File: src/hw/rtl/r12uc_pkg.sv
// ----------------------------------------------------------------------------
// r12uc_pkg: shared types and constants of the RAW12 unpack and crop block
// Item types for both channels, configuration record, register indexes and
// counter limits.
// ----------------------------------------------------------------------------
package r12uc_pkg;

  // Configuration register indexes
  localparam logic [2:0] RegLineBytes    = 3'd0;
  localparam logic [2:0] RegWindowLeft   = 3'd1;
  localparam logic [2:0] RegWindowTop    = 3'd2;
  localparam logic [2:0] RegWindowWidth  = 3'd3;
  localparam logic [2:0] RegWindowHeight = 3'd4;

  // Register reset values
  localparam logic [13:0] LineBytesReset    = 14'd6112;
  localparam logic [12:0] WindowLeftReset   = 13'd0;
  localparam logic [12:0] WindowTopReset    = 13'd0;
  localparam logic [12:0] WindowWidthReset  = 13'd4056;
  localparam logic [12:0] WindowHeightReset = 13'd3040;

  // Counter limits
  localparam logic [13:0] LineMax = 14'd16383;
  localparam logic [12:0] RowMax  = 13'd8191;
  localparam logic [12:0] ColMax  = 13'd8191;

  // Byte position within a pixel pair
  localparam logic [1:0] PhaseHighEven = 2'd0;
  localparam logic [1:0] PhaseHighOdd  = 2'd1;
  localparam logic [1:0] PhaseLowBits  = 2'd2;

  // Incoming byte item
  typedef struct packed {
    logic [7:0] data_byte;
    logic       frame_start;
  } byte_t;

  // Outgoing pixel pair item
  typedef struct packed {
    logic [15:0] pixel_even;
    logic [15:0] pixel_odd;
    logic [12:0] out_column;
    logic [12:0] out_row;
  } pair_t;

  // Configuration as seen by the datapath
  typedef struct packed {
    logic [13:0] line_bytes;
    logic [12:0] window_left;
    logic [12:0] window_top;
    logic [12:0] window_width;
    logic [12:0] window_height;
  } cfg_t;

endpackage

File: src/hw/rtl/r12uc_unpack.sv
// ----------------------------------------------------------------------------
// r12uc_unpack: byte position tracking, crop test and pair assembly
// Holds the line and window counters and the held high bytes. On every
// taken byte it updates them and offers at most one finished pixel pair.
// ----------------------------------------------------------------------------
module r12uc_unpack (
  input  logic              clk,
  input  logic              rst,
  input  logic              take,
  input  r12uc_pkg::byte_t  item,
  input  r12uc_pkg::cfg_t   cfg,
  output logic              emit,
  output r12uc_pkg::pair_t  pair
);

  logic [13:0] byte_column;
  logic [13:0] line_count;
  logic [12:0] pixel_column;
  logic [12:0] pixel_row;
  logic [1:0]  byte_phase;
  logic [7:0]  held_high_even;
  logic [7:0]  held_high_odd;

  logic [13:0] byte_column_next;
  logic [13:0] line_count_next;
  logic [12:0] pixel_column_next;
  logic [12:0] pixel_row_next;
  logic [1:0]  byte_phase_next;
  logic [7:0]  held_high_even_next;
  logic [7:0]  held_high_odd_next;

  // State after an optional frame start clear
  logic [13:0] bc0;
  logic [13:0] lc0;
  logic [12:0] pc0;
  logic [12:0] pr0;
  logic [1:0]  ph0;
  logic [7:0]  he0;
  logic [7:0]  ho0;

  // State after the new line step
  logic        new_line;
  logic [13:0] bc1;
  logic [13:0] lc1;
  logic [12:0] pc1;
  logic [12:0] pr1;
  logic [1:0]  ph1;

  logic [13:0] start_byte;
  logic        in_window;
  logic [13:0] col_sum;

  // Window start byte: pair index times three
  assign start_byte = {2'b00, cfg.window_left[12:1]} + {1'b0, cfg.window_left[12:1], 1'b0};

  always_comb begin
    // Clear on frame start
    bc0 = item.frame_start ? '0 : byte_column;
    lc0 = item.frame_start ? '0 : line_count;
    pc0 = item.frame_start ? '0 : pixel_column;
    pr0 = item.frame_start ? '0 : pixel_row;
    ph0 = item.frame_start ? '0 : byte_phase;
    he0 = item.frame_start ? '0 : held_high_even;
    ho0 = item.frame_start ? '0 : held_high_odd;

    // Start a new line once the padded length is used up
    new_line = (bc0 >= cfg.line_bytes);
    bc1 = new_line ? '0 : bc0;
    pc1 = new_line ? '0 : pc0;
    ph1 = new_line ? '0 : ph0;
    lc1 = (new_line && lc0 != r12uc_pkg::LineMax) ? lc0 + 14'd1 : lc0;
    pr1 = (new_line && lc1 > {1'b0, cfg.window_top} && pr0 != r12uc_pkg::RowMax)
          ? pr0 + 13'd1 : pr0;

    in_window = (bc1 >= start_byte) && (lc1 >= {1'b0, cfg.window_top}) &&
                (pc1 < cfg.window_width) && (pr1 < cfg.window_height);

    col_sum = {1'b0, pc1} + 14'd2;

    byte_column_next    = bc1 + 14'd1;
    line_count_next     = lc1;
    pixel_column_next   = pc1;
    pixel_row_next      = pr1;
    byte_phase_next     = ph1;
    held_high_even_next = he0;
    held_high_odd_next  = ho0;
    emit                = 1'b0;

    pair.pixel_even = {he0, item.data_byte[3:0], 4'h0};
    pair.pixel_odd  = {ho0, item.data_byte[7:4], 4'h0};
    pair.out_column = pc1;
    pair.out_row    = pr1;

    // Advance the pair phase for bytes inside the window
    if (in_window) begin
      case (ph1)
        r12uc_pkg::PhaseHighOdd: begin
          held_high_odd_next = item.data_byte;
          byte_phase_next    = r12uc_pkg::PhaseLowBits;
        end
        r12uc_pkg::PhaseLowBits: begin
          emit              = 1'b1;
          pixel_column_next = (col_sum > {1'b0, r12uc_pkg::ColMax})
                              ? r12uc_pkg::ColMax : col_sum[12:0];
          byte_phase_next   = r12uc_pkg::PhaseHighEven;
        end
        default: begin
          held_high_even_next = item.data_byte;
          byte_phase_next     = r12uc_pkg::PhaseHighOdd;
        end
      endcase
    end
  end

  // Update state on every taken byte
  always_ff @(posedge clk) begin
    if (rst) begin
      byte_column    <= '0;
      line_count     <= '0;
      pixel_column   <= '0;
      pixel_row      <= '0;
      byte_phase     <= '0;
      held_high_even <= '0;
      held_high_odd  <= '0;
    end else if (take) begin
      byte_column    <= byte_column_next;
      line_count     <= line_count_next;
      pixel_column   <= pixel_column_next;
      pixel_row      <= pixel_row_next;
      byte_phase     <= byte_phase_next;
      held_high_even <= held_high_even_next;
      held_high_odd  <= held_high_odd_next;
    end
  end

endmodule

File: src/hw/rtl/raw12_packed_unpack_crop.sv
// ----------------------------------------------------------------------------
// raw12_packed_unpack_crop: packed RAW12 byte stream to cropped pixel pairs
//
//   channel  | direction | handshake                 | item
//   ---------+-----------+---------------------------+---------------------
//   byte     | in        | byte_valid / byte_stall   | r12uc_pkg::byte_t
//   pair     | out       | pair_valid / pair_stall   | r12uc_pkg::pair_t
//   cfg      | in        | cfg_we (no handshake back)| cfg_index, cfg_data
//
// One byte item is taken per clock while byte_stall is low. A pair is
// offered from the result register in the cycle after its third byte is
// taken; the single result register sets the rate. byte_stall rises only
// while a pair is held under pair_stall. Synchronous reset clears counters,
// held bytes and the result valid, and loads the register defaults.
// ----------------------------------------------------------------------------
module raw12_packed_unpack_crop (
  input  logic              clk,
  input  logic              rst,
  input  logic              byte_valid,
  output logic              byte_stall,
  input  r12uc_pkg::byte_t  byte_item,
  output logic              pair_valid,
  input  logic              pair_stall,
  output r12uc_pkg::pair_t  pair_item,
  input  logic              cfg_we,
  input  logic [2:0]        cfg_index,
  input  logic [13:0]       cfg_data
);

  r12uc_pkg::cfg_t  cfg;
  r12uc_pkg::pair_t pair;
  logic             take;
  logic             emit;

  // Take a byte whenever the result register is free or being emptied
  assign byte_stall = pair_valid && pair_stall;
  assign take       = byte_valid && !byte_stall;

  // Configuration registers
  always_ff @(posedge clk) begin
    if (rst) begin
      cfg.line_bytes    <= r12uc_pkg::LineBytesReset;
      cfg.window_left   <= r12uc_pkg::WindowLeftReset;
      cfg.window_top    <= r12uc_pkg::WindowTopReset;
      cfg.window_width  <= r12uc_pkg::WindowWidthReset;
      cfg.window_height <= r12uc_pkg::WindowHeightReset;
    end else if (cfg_we) begin
      case (cfg_index)
        r12uc_pkg::RegLineBytes:    cfg.line_bytes    <= cfg_data;
        r12uc_pkg::RegWindowLeft:   cfg.window_left   <= cfg_data[12:0];
        r12uc_pkg::RegWindowTop:    cfg.window_top    <= cfg_data[12:0];
        r12uc_pkg::RegWindowWidth:  cfg.window_width  <= cfg_data[12:0];
        r12uc_pkg::RegWindowHeight: cfg.window_height <= cfg_data[12:0];
        default: ;
      endcase
    end
  end

  r12uc_unpack u_unpack (
    .clk  (clk),
    .rst  (rst),
    .take (take),
    .item (byte_item),
    .cfg  (cfg),
    .emit (emit),
    .pair (pair)
  );

  // Result register: load on a taken byte, drop once the pair is taken
  always_ff @(posedge clk) begin
    if (rst) begin
      pair_valid <= 1'b0;
    end else if (take) begin
      pair_valid <= emit;
    end else if (!pair_stall) begin
      pair_valid <= 1'b0;
    end
  end

  // Hold the pair payload
  always_ff @(posedge clk) begin
    if (take && emit) begin
      pair_item <= pair;
    end
  end

endmodule
File: config.mk
export PLATFORM = sky130hd
export DESIGN_NAME = raw12_packed_unpack_crop
export DESIGN_NICKNAME = d
export VERILOG_FILES = /design/src/hw/rtl/r12uc_pkg.sv /design/src/hw/rtl/r12uc_unpack.sv /design/src/hw/rtl/raw12_packed_unpack_crop.sv
export SDC_FILE = /design/constraint.sdc
export NUM_CORES = 1
export LEC_CHECK = 0
export BUFFER_PORTS_ARGS = -buffer_cell sky130_fd_sc_hd__buf_4
export CELL_PAD_IN_SITES_DETAIL_PLACEMENT = 1
export CELL_PAD_IN_SITES_GLOBAL_PLACEMENT = 2
export CORE_MARGIN = 2
export CORE_UTILIZATION = 37
export DETAILED_ROUTE_END_ITERATION = 8
export PLACE_DENSITY = 0.87
export SKIP_LAST_GASP = 1
export SYNTH_ARGS = -nofsm -noshare
export SYNTH_HDL_FRONTEND = slang
export SYNTH_SLANG_ARGS = --single-unit
export TNS_END_PERCENT = 100
File: constraint.sdc
create_clock -name clk -period 13.7 [get_ports clk]
set_clock_uncertainty 0.2 [all_clocks]
set_input_delay 3.425 -clock clk [delete_from_list [all_inputs] [get_ports clk]]
set_output_delay 3.425 -clock clk [all_outputs]
set_load 0.1 [all_outputs]
# [Word-level counts from Yosys, hierarchy flattened]
# Cells that the tools add are included.
[op_classes] n_eq_ne=9 reduce_logical=17 n_lt_le_gt_ge=7 n_mux=25 add_sub_neg=5
[ops] op="$mux 13" n=7
[ops] op="$mux 14" n=4
[ops] op="$mux 8" n=6
[ops] op="$add 14x1->14 const B" n=2
[ops] op="$ge 14x14->1" n=2
[ops] op="$lt 13x13->1" n=2
[ops] op="$add 12x13->14" n=1
[ops] op="$add 13x2->14 const B" n=1
[ops] op="$ge 14x13->1" n=1
[ops] op="$gt 14x13->1" n=1
[ops] op="$gt 14x13->1 const B" n=1
[ops] op="$ne 14x14->1 const B" n=1
[ops] op="$add 13x1->13 const B" n=1
[ops] op="$ne 13x13->1 const B" n=1
[ops] op="$reduce_and 2->1" n=5
[ops] op="$logic_and 1x1->1" n=9
[ops] op="$eq 3x2->1 const B" n=2
[ops] op="$mux 2" n=3
[ops] op="$mux 1" n=4
[ops] op="$pmux 2 s2" n=1
[ops] op="$eq 3x1->1 const B" n=1
[ops] op="$eq 3x3->1 const B" n=1
[ops] op="$logic_not 3->1" n=1
[ops] op="$eq 2x1->1 const B" n=1
[ops] op="4 further kinds" n=4
[totals] out_inout_bits=60 regBits=189 input_bits=31 word_cells=80

# [Depth between registers and ports, before layout]
# Gate-level depths: netlist (run 1).
[depth] ltp_word=12 mapped_depth=37 mapped_depth_nobuf=31

# [Cells and area by module]
# Synthesis (run 1) repeated with hierarchy kept, for this count alone.
[unflattened] hier_cells=1235 hier_area_um2=11260.8
[modules_own_cells] mod="r12uc_unpack" cells_per_inst=920 area_each_um2=6829.0 seq_area_each_um2=1441.4 instances=1
[modules_own_cells] mod="raw12_packed_unpack_crop" cells_per_inst=315 area_each_um2=4431.8 seq_area_each_um2=3083.0 instances=1

# [Least setup slack after synthesis (run 1)]
# OpenSTA, ideal clock, no wires.
[synth_path] path_kind="input -> register" startpoint="in byte_item[0] (netlist bit)" endpoint="reg pair_item[0] (netlist bit) (enable)" required_ns=13.096 stages=33 path_slack_ns=2.255 arrival_time_ns=10.841 path_buffers=5 setup_time_ns=0.404 path_cell_list="clkbuf_1 -> clkbuf_1 -> clkbuf_1 -> clkbuf_1 -> nor2b_1 -> ha_1 -> nand4_1 -> nor2_1 -> o311ai_1 -> and2_1 -> buf_6 -> nor4_2 -> nand3_1 -> xor2_1 -> nor2_1 -> ha_1 -> nand3_1 -> or2_2 -> a31oi_1 -> o21bai_1 -> a21o_1 -> nor2_1 -> mux2_2 -> ha_1 -> a21o_1 -> a21o_1 -> a21oi_1 -> o21ai_0 -> a211oi_1 -> a2111oi_4 -> nor3_4 -> nand2_1 -> inv_1"
[synth_rtl] item="start, declared" line="raw12_packed_unpack_crop.sv:21" text="input r12uc_pkg::byte_t byte_item,"
[synth_rtl] item="end signal, assigned" line="raw12_packed_unpack_crop.sv:83" text="pair_item <= pair;"
[synth_rtl] item="end, declared" line="raw12_packed_unpack_crop.sv:24" text="output r12uc_pkg::pair_t pair_item,"

==> key figures, run 1 <==
Timing
  – Max-slew violations: 0
  – Max Freq: around 0.08 GHz
  – Final Worst Setup Slack: 1.24 ns
  – RSZ-0062 raised after global routing: no
  – Setup TNS: 0 ns
  – Slew margin rel.: 15.7%
  – Final hold vios: 0
  – Final min period: roughly 12 ns
  – Fin crit share: 91.0%
  – Slew @ Worst Pin: 1.26 ns
  – Final setup vio count: 0

GRT
  – First-pass GRT wire length: just under 50 mm
  – Largest net degree at the start of global routing: 67
  – GRT Residual Overflow: 0
  – Initial antenna violation count: 0
  – Vias in the first global route: 8999
  – Total track usage: 21.5%

Synth
  – Simple logic cell fraction of the synthesized area: 22.6%
  – Top-count cell post-synth: nand2_1
  – #FFs+latches synth: 188
  – Commonest cells post-synth: nand2_1 (219), dfxtp_1 (138), a21oi_1 (121)
  – Post-Synth Adder-Cell Area: 10.1%
  – Top-area cell type share of the netlist area: a little over a quarter
  – Main combinational cell family by area after synthesis: simple AND/OR/NAND/NOR gates
  – Warnings from Yosys: 0
  – Gate count after technology mapping: 1225
  – Ys flop type: dfxtp_1
  – XOR/XNOR Fraction of Synth Area: 2.76%
  – Yosys cell types: 76
  – Largest cells by area after synthesis: dfxtp_1 (26%), edfxtp_1 (14%), ha_1 (9.9%), nand2_1 (7.8%), a21oi_1 (5.8%)
  – Post-synth top area cell: dfxtp_1
  – Post-synth EDFFs: 50
  – Async set or reset register ratio after synthesis: 0%
  – Synthesized area: 0.0105 sq mm
  – Multiplexer share of the synthesized area: 2.22%
  – Register area share after synthesis: 40.7%
  – Average size of a mapped cell: 8.55 sq um
  – Compound-Gate Fraction of Synth Area: 15.7%

Finish
  – Layout cell share with drive strength beyond 1: 11.2%
  – Final #Nets: ~1400
  – Design area: roughly 0.012 sq mm
  – Final Non-Filler Cells: 1663
  – Syn-to-layout area delta: 14.3%
  – Antenna diodes: 0

Worst setup path
  – CP startpoint kind: input port
  – CP endpoint kind: flip-flop
  – Critical path data arrival time: about 12 ns
  – Max incr delay on CP: 1.02 ns
  – Crit-path slowest cell: nor3_1
  – Crit-path max FO: between 50 and 60
  – Kind of critical path: in2reg
  – Required @ worst endpoint: ~14 ns

Route
  – Final ANT Viol Nets: 0
  – DR WL/cell: 18.5 um
  – Routed vias/inst: 5.29
  – Initial DRC Count: 505
  – Iteration count of the initial detailed-routing pass: 5
  – DR vias: 8801
  – Routed wire length: 30.8 mm
  – Residual DRC: 0

Die
  – Site row count: 61
  – Core Area: 0.0279 sq mm
  – Initial core utilization: 37.6%
  – I/O Pins: 91
  – Die ar.: 0.0297 sq mm
  – Die H: 172 um
  – Die width: 172 um

Place
  – Routability cong.: 0.829
  – Port buffer count: 82
  – Hpwl dp: ~22 mm
  – Post-Place Worst Slack: between 0.9 and 1 ns
  – Placed Area: 0.0113 sq mm
  – Inst Count DP: between 1500 and 2000

CTS
  – TritonCTS clock tree: yes
  – CTS clk-pin slew, worst paths: 0.08 ns
  – TritonCTS buffer count: 17
  – Clock sink count: 188
  – Longest Clk Path Bufs: 2
  – Worst-Skew Late Latency: 0.45 ns
  – CTS resizes: 0
  – Setup bufs post-CTS: 0
  – Hold-fix buffers, CTS: 0
  – Clk root buf: clkbuf_16
  – Htree depth: 4

Power and ir drop
  – Switch share: 29.6%
  – Design internal power: ~0.87 mW
  – Clock power share: around 44%
  – Sequential power share: a little under half
  – Tot Pwr: 1.23 mW
  – Switch Pwr: 0.364 mW
  – Worst vdd ir: 0.0884 mV
  – Combinational share of power: 8.9%
  – P per Cell Area: about 100 mW/mm^2
  – P_leak: around 4.6 nW

Min path
  – Hold Path Class: reg2reg

Flow run
  – Max Cap Viol: 0

Run status
  – Status: completed
## final timing paths
kind         cells past startpoint  slack [ns]                               startpoint                                      end
max                             33        1.24                             byte_item[0]                   pair_item[0]$_DFFE_PP_
min                              2        0.26  u_unpack.held_high_even[4]$_SDFFE_PP0P_  u_unpack.held_high_even[4]$_SDFFE_PP0P_
max reg2reg                     31        4.31     u_unpack.byte_column[3]$_SDFFE_PP0P_                   pair_item[0]$_DFFE_PP_
min reg2reg                      2        0.26  u_unpack.held_high_even[4]$_SDFFE_PP0P_  u_unpack.held_high_even[4]$_SDFFE_PP0P_
## cell families (layout without fill, tap and decap cells)
group	count (synthesis)	after routing
buf+inv	147	200
other cells	1	8
flops	188	188
simple gates	480	480
compound gates	269	269
mux	23	23
xor+xnor	33	33
fa+ha+maj	84	84
## layout by cell type (no fill, tap or decap), types with 3 or more instances in the layout
master / Yosys / layout
a211oi_1: 6 / 6
a21o_1: 10 / 10
a21oi_1: 121 / 121
a22oi_1: 6 / 6
a31oi_1: 10 / 10
a41oi_1: 3 / 3
and2_1: 25 / 25
and3_1: 10 / 10
and4_1: 5 / 5
buf_4: 9 / 90
clkbuf_16: 0 / 17
clkinv_8: 0 / 5
conb_1: 1 / 8
dfxtp_1: 138 / 138
edfxtp_1: 50 / 50
ha_1: 83 / 83
inv_1: 78 / 77
inv_12: 0 / 6
inv_6: 0 / 3
mux2i_1: 21 / 21
nand2_1: 219 / 219
nand2b_1: 14 / 14
nand3_1: 34 / 34
nand3b_1: 3 / 3
nand4_1: 18 / 18
nand4b_1: 3 / 3
nor2_1: 51 / 50
nor2b_1: 38 / 38
nor3_1: 14 / 14
nor4_1: 11 / 11
nor4_2: 3 / 3
o211ai_1: 23 / 23
o21ai_0: 50 / 50
o21bai_1: 7 / 7
o22ai_1: 3 / 3
o2bb2ai_1: 3 / 3
or3_1: 16 / 16
xnor2_1: 19 / 19
xor2_1: 14 / 14
## through the flow
step                hold WS, ns  utilization (%)
finish                    0.256             43.0
global route              0.272             43.0
CTS                       0.259             43.0
detailed placement        0.246             40.7
global placement          0.238             40.7
floorplan                 0.230                -
## critical path, delay by kind of cell
| family | cells | cell delay [ns] |
|---|---|---|
| AOI/OAI and AO/OA | 9 | 2.18 |
| xor gates and xnor gates | 2 | 0.40 |
| buffers and inverters | 4 | 1.65 |
| and+or+nand+nor | 15 | 3.74 |
| adders and majority gates | 3 | 0.83 |
## layer usage
layer  wire [um]  GRT usage [%]  up-vias
met1       13900           27.9     4237
li1            -              -     4356
met3        1560           3.85       35
met5           0              0        -
met2       14700           36.7      173
met4         627           5.99        0
## area by class of cell
cell class / count / area [sq um]
clock inverter: 15 / 216
tap: 378 / 473
clock buffer: 17 / 425
multi-input combinational: 897 / 5630
inverter: 78 / 293
timing repair buffer: 90 / 676
sequential: 188 / 4260
fill: 3285 / 15900
## registers in the layout, indices dropped and copies added (netlist names)
| register | cells |
|---|---|
| u_unpack.pixel_column | 13 |
| u_unpack.held_high_even | 8 |
| u_unpack.held_high_odd | 8 |
| u_unpack.pixel_row | 13 |
| cfg | 65 |
| pair_item | 50 |
| u_unpack.byte_column | 14 |
| u_unpack.line_count | 14 |
| pair_valid | 1 |
| u_unpack.byte_phase | 2 |
## power by group through the flow
stage	Sequential, mW	Clock, mW	Combinational [mW]
CTS	0.581	0.551	0.110
detailed placement	0.594	0	0.110
global route	0.582	0.572	0.120
finish	0.581	0.540	0.110
global placement	0.593	0	0.107
floorplan	0.594	0	0.0736
Note: power is estimated with default switching activity, not from simulation.
==> run 2: changes to the inputs <==
REMOVE_ABC_BUFFERS = 1   (was default)
==> key figures, run 2 (same netlist as run 1, synthesis figures left out) <==
Worst setup path
  – Most frequent cell on the critical path: ha_1
  – R2R Path Start: u_unpack.byte_column[3]$_SDFFE_PP0P_
  – CP endpoint kind: flip-flop
  – Max incr delay on CP: 0.85 ns (-0.17 ns)
  – Reg2reg setup slack: 5.05 ns (+0.74 ns)
  – Crit-path slowest cell: inv_2
  – R2r endpoint: pair_item[54]$_DFFE_PP_
  – CP startpoint kind: input port
  – Crit-path max FO: 57 (+5.6%)
  – Delay-heaviest family, CP: simple AND/OR/NAND/NOR gates
  – Critical path data arrival time: 11.61 ns (-0.72 ns)
  – Kind of critical path: in2reg
  – Buf/Inv on CP: 3 (-1)
  – Worst Reg2Reg Path Length in Cells: 30 (-3.2%)
  – Required @ worst endpoint: 13.56 ns (about the same)

Finish
  – Antenna diodes: 0 (unchanged)
  – Final #Nets: 1388 (+0.072%)
  – Layout cell share with drive strength beyond 1: 11.3% (+0.069 points)
  – Commonest non-fill, non-tap cell in the layout: nand2_1
  – Design area: 0.0120 sq mm (-0.11%)
  – Final core utilization: 42.9% (-0.049 points)
  – Biggest regs: cfg x65, pair_item x50
  – Biggest register: cfg
  – Max reg flops: 65 (unchanged)
  – Syn-to-layout area delta: 14.2%
  – Most frequent cells in the layout: nand2_1 (219), dfxtp_1 (138), a21oi_1 (121), buf_4 (91), ha_1 (83)

Min path
  – Hold path cells: 2 (unchanged)
  – Hold path start: u_unpack.held_high_even[0]$_SDFFE_PP0P_
  – Worst Hold End: u_unpack.held_high_even[0]$_SDFFE_PP0P_
  – Hold Path Class: reg2reg

CTS
  – CTS resizes: 0 (unchanged)
  – CTS clk-pin slew, worst paths: 0.08 ns (about the same)
  – TritonCTS clock tree: yes
  – Hold-fix buffers, CTS: 0 (unchanged)
  – Htree depth: 4 (unchanged)
  – Clock sink count: 188 (unchanged)
  – TritonCTS buffer count: 17 (unchanged)
  – Clk root buf: clkbuf_16
  – Longest Clk Path Bufs: 2 (unchanged)
  – Setup bufs post-CTS: 0 (unchanged)
  – Worst-Skew Late Latency: 0.45 ns (about the same)

GRT
  – Largest net degree at the start of global routing: 60 (-10%)
  – Vias in the first global route: 9072 (+0.81%)
  – GRT Residual Overflow: 0 (unchanged)
  – First-pass GRT wire length: 50.1 mm (+2.1%)
  – Initial antenna violation count: 0 (unchanged)
  – Total track usage: 21.9% (+0.44 points)

Run status
  – Status: completed

Place
  – Hpwl dp: 22.2 mm (+1.7%)
  – Placed Area: 0.0113 sq mm (about the same)
  – Routability cong.: 0.884 (+6.6%)
  – Port buffer count: 82 (unchanged)

Die
  – Core Area: 0.0279 sq mm (unchanged)
  – Die width: 172 um (unchanged)
  – I/O Pins: 91 (unchanged)
  – Die ar.: 0.0297 sq mm (unchanged)
  – Die H: 172 um (unchanged)
  – Initial core utilization: 37.6% (unchanged)
  – Site row count: 61 (unchanged)

Timing
  – Setup TNS: 0 ns (unchanged)
  – Final hold vios: 0 (unchanged)
  – Max Freq: 0.0851 GHz (+6.1%)
  – Slew margin rel.: 18.0% (+2.3 points)
  – Fin crit share: 85.8% (-5.2 points)
  – Slew @ Worst Pin: 1.23 ns (-0.0253 ns)
  – Final min period: 11.75 ns (-0.712 ns)
  – Max-slew violations: 0 (unchanged)
  – RSZ-0062 raised after global routing: no
  – Final setup vio count: 0 (unchanged)

Power and ir drop
  – Design internal power: 0.858 mW (-0.85%)
  – Switch Pwr: 0.352 mW (-3.3%)
  – Sequential power share: 48.0% (+0.8 points)
  – Switch share: 29.1% (-0.52 points)
  – P_leak: 4.61 nW (-0.11%)
  – Clock power share: 43.0% (-0.9 points)
  – Combinational share of power: 9.1% (+0.2 points)
  – Worst vdd ir: 0.0717 mV (-19%)
  – P per Cell Area: 101 mW/mm^2 (-1.5%)

Route
  – Routed wire length: 31.5 mm (+2.3%)
  – Iteration count of the initial detailed-routing pass: 5 (unchanged)
  – Initial DRC Count: 455 (-9.9%)
  – DR vias: 8957 (+1.8%)
  – DR WL/cell: 18.9 um (+2.3%)
  – Final ANT Viol Nets: 0 (unchanged)
  – Routed vias/inst: 5.38 (+1.7%)
  – Residual DRC: 0 (unchanged)

Flow run
  – Max Cap Viol: 0 (unchanged)
==> run 2: changes by cell type in the layout (fill, tap and decap cells not counted) <==
cell	change
clkinv_8	+1
inv_12	-5
clkinvlp_4	+1
inv_6	-3
buf_4	+1
clkinv_4	+2
inv_8	+4
==> run 2: worst reg2reg max path, delay by kind of cell (launching register included) <==
kind | cells | cell delay, ns
AOI/OAI and AO/OA | 9 | 2.24
xor gates and xnor gates | 2 | 0.37
adders and majority gates | 3 | 0.93
buffers and inverters | 1 | 0.85
DFF | 1 | 0.35
and+or+nand+nor | 15 | 3.26
==> run 2: worst max path at each step <==
stage,start,to,slack (ns),cells past startpoint
after detailed placement,byte_item[0],pair_item[52]$_DFFE_PP_,1.60,32
after CTS,byte_item[0],pair_item[54]$_DFFE_PP_,2.01,32
after floorplan,byte_item[0],pair_item[0]$_DFFE_PP_,2.50,29
after global routing,byte_item[0],pair_item[54]$_DFFE_PP_,1.33,32
after global placement,byte_item[0],pair_item[48]$_DFFE_PP_,2.04,30
final,byte_item[0],pair_item[54]$_DFFE_PP_,1.95,32
==> run 2: per-stage QoR <==
step,hold WS [ns],total power [mW],instances,worst slack [ns]
floorplan,0.226,0.655,1163,2.50
global placement,0.239,0.700,1632,2.04
detailed placement,0.246,0.703,1632,1.60
CTS,0.260,1.22,1664,2.01
global route,0.274,1.25,1664,1.33
finish,0.258,1.21,1664,1.95
==> run 2: final cells by class <==
| type | count | area [sq um] |
|---|---|---|
| timing repair buffer | 91 | 683 |
| tap | 378 | 473 |
| clock buffer | 17 | 425 |
| multi-input combinational | 897 | 5630 |
| sequential | 188 | 4260 |
| clock inverter | 15 | 195 |
| inverter | 78 | 293 |
| fill | 3297 | 15900 |
==> run 2: metal layers <==
layer	GRT usage (%)	share of wire, %	vias up
li1	-	-	4353
met5	0	0	-
met4	5.81	1.6	0
met2	37.3	48	172
met3	3.07	3.4	36
met1	29.3	47	4396
==> run 2: power groups by stage <==
stage / combinational [mW] / clock [mW] / sequential (mW)
2_1_floorplan: 0.0611 / 0 / 0.594
3_3_place_gp: 0.107 / 0 / 0.593
3_5_place_dp: 0.110 / 0 / 0.594
4_1_cts: 0.110 / 0.530 / 0.581
5_1_grt: 0.120 / 0.550 / 0.582
6_report: 0.110 / 0.520 / 0.581
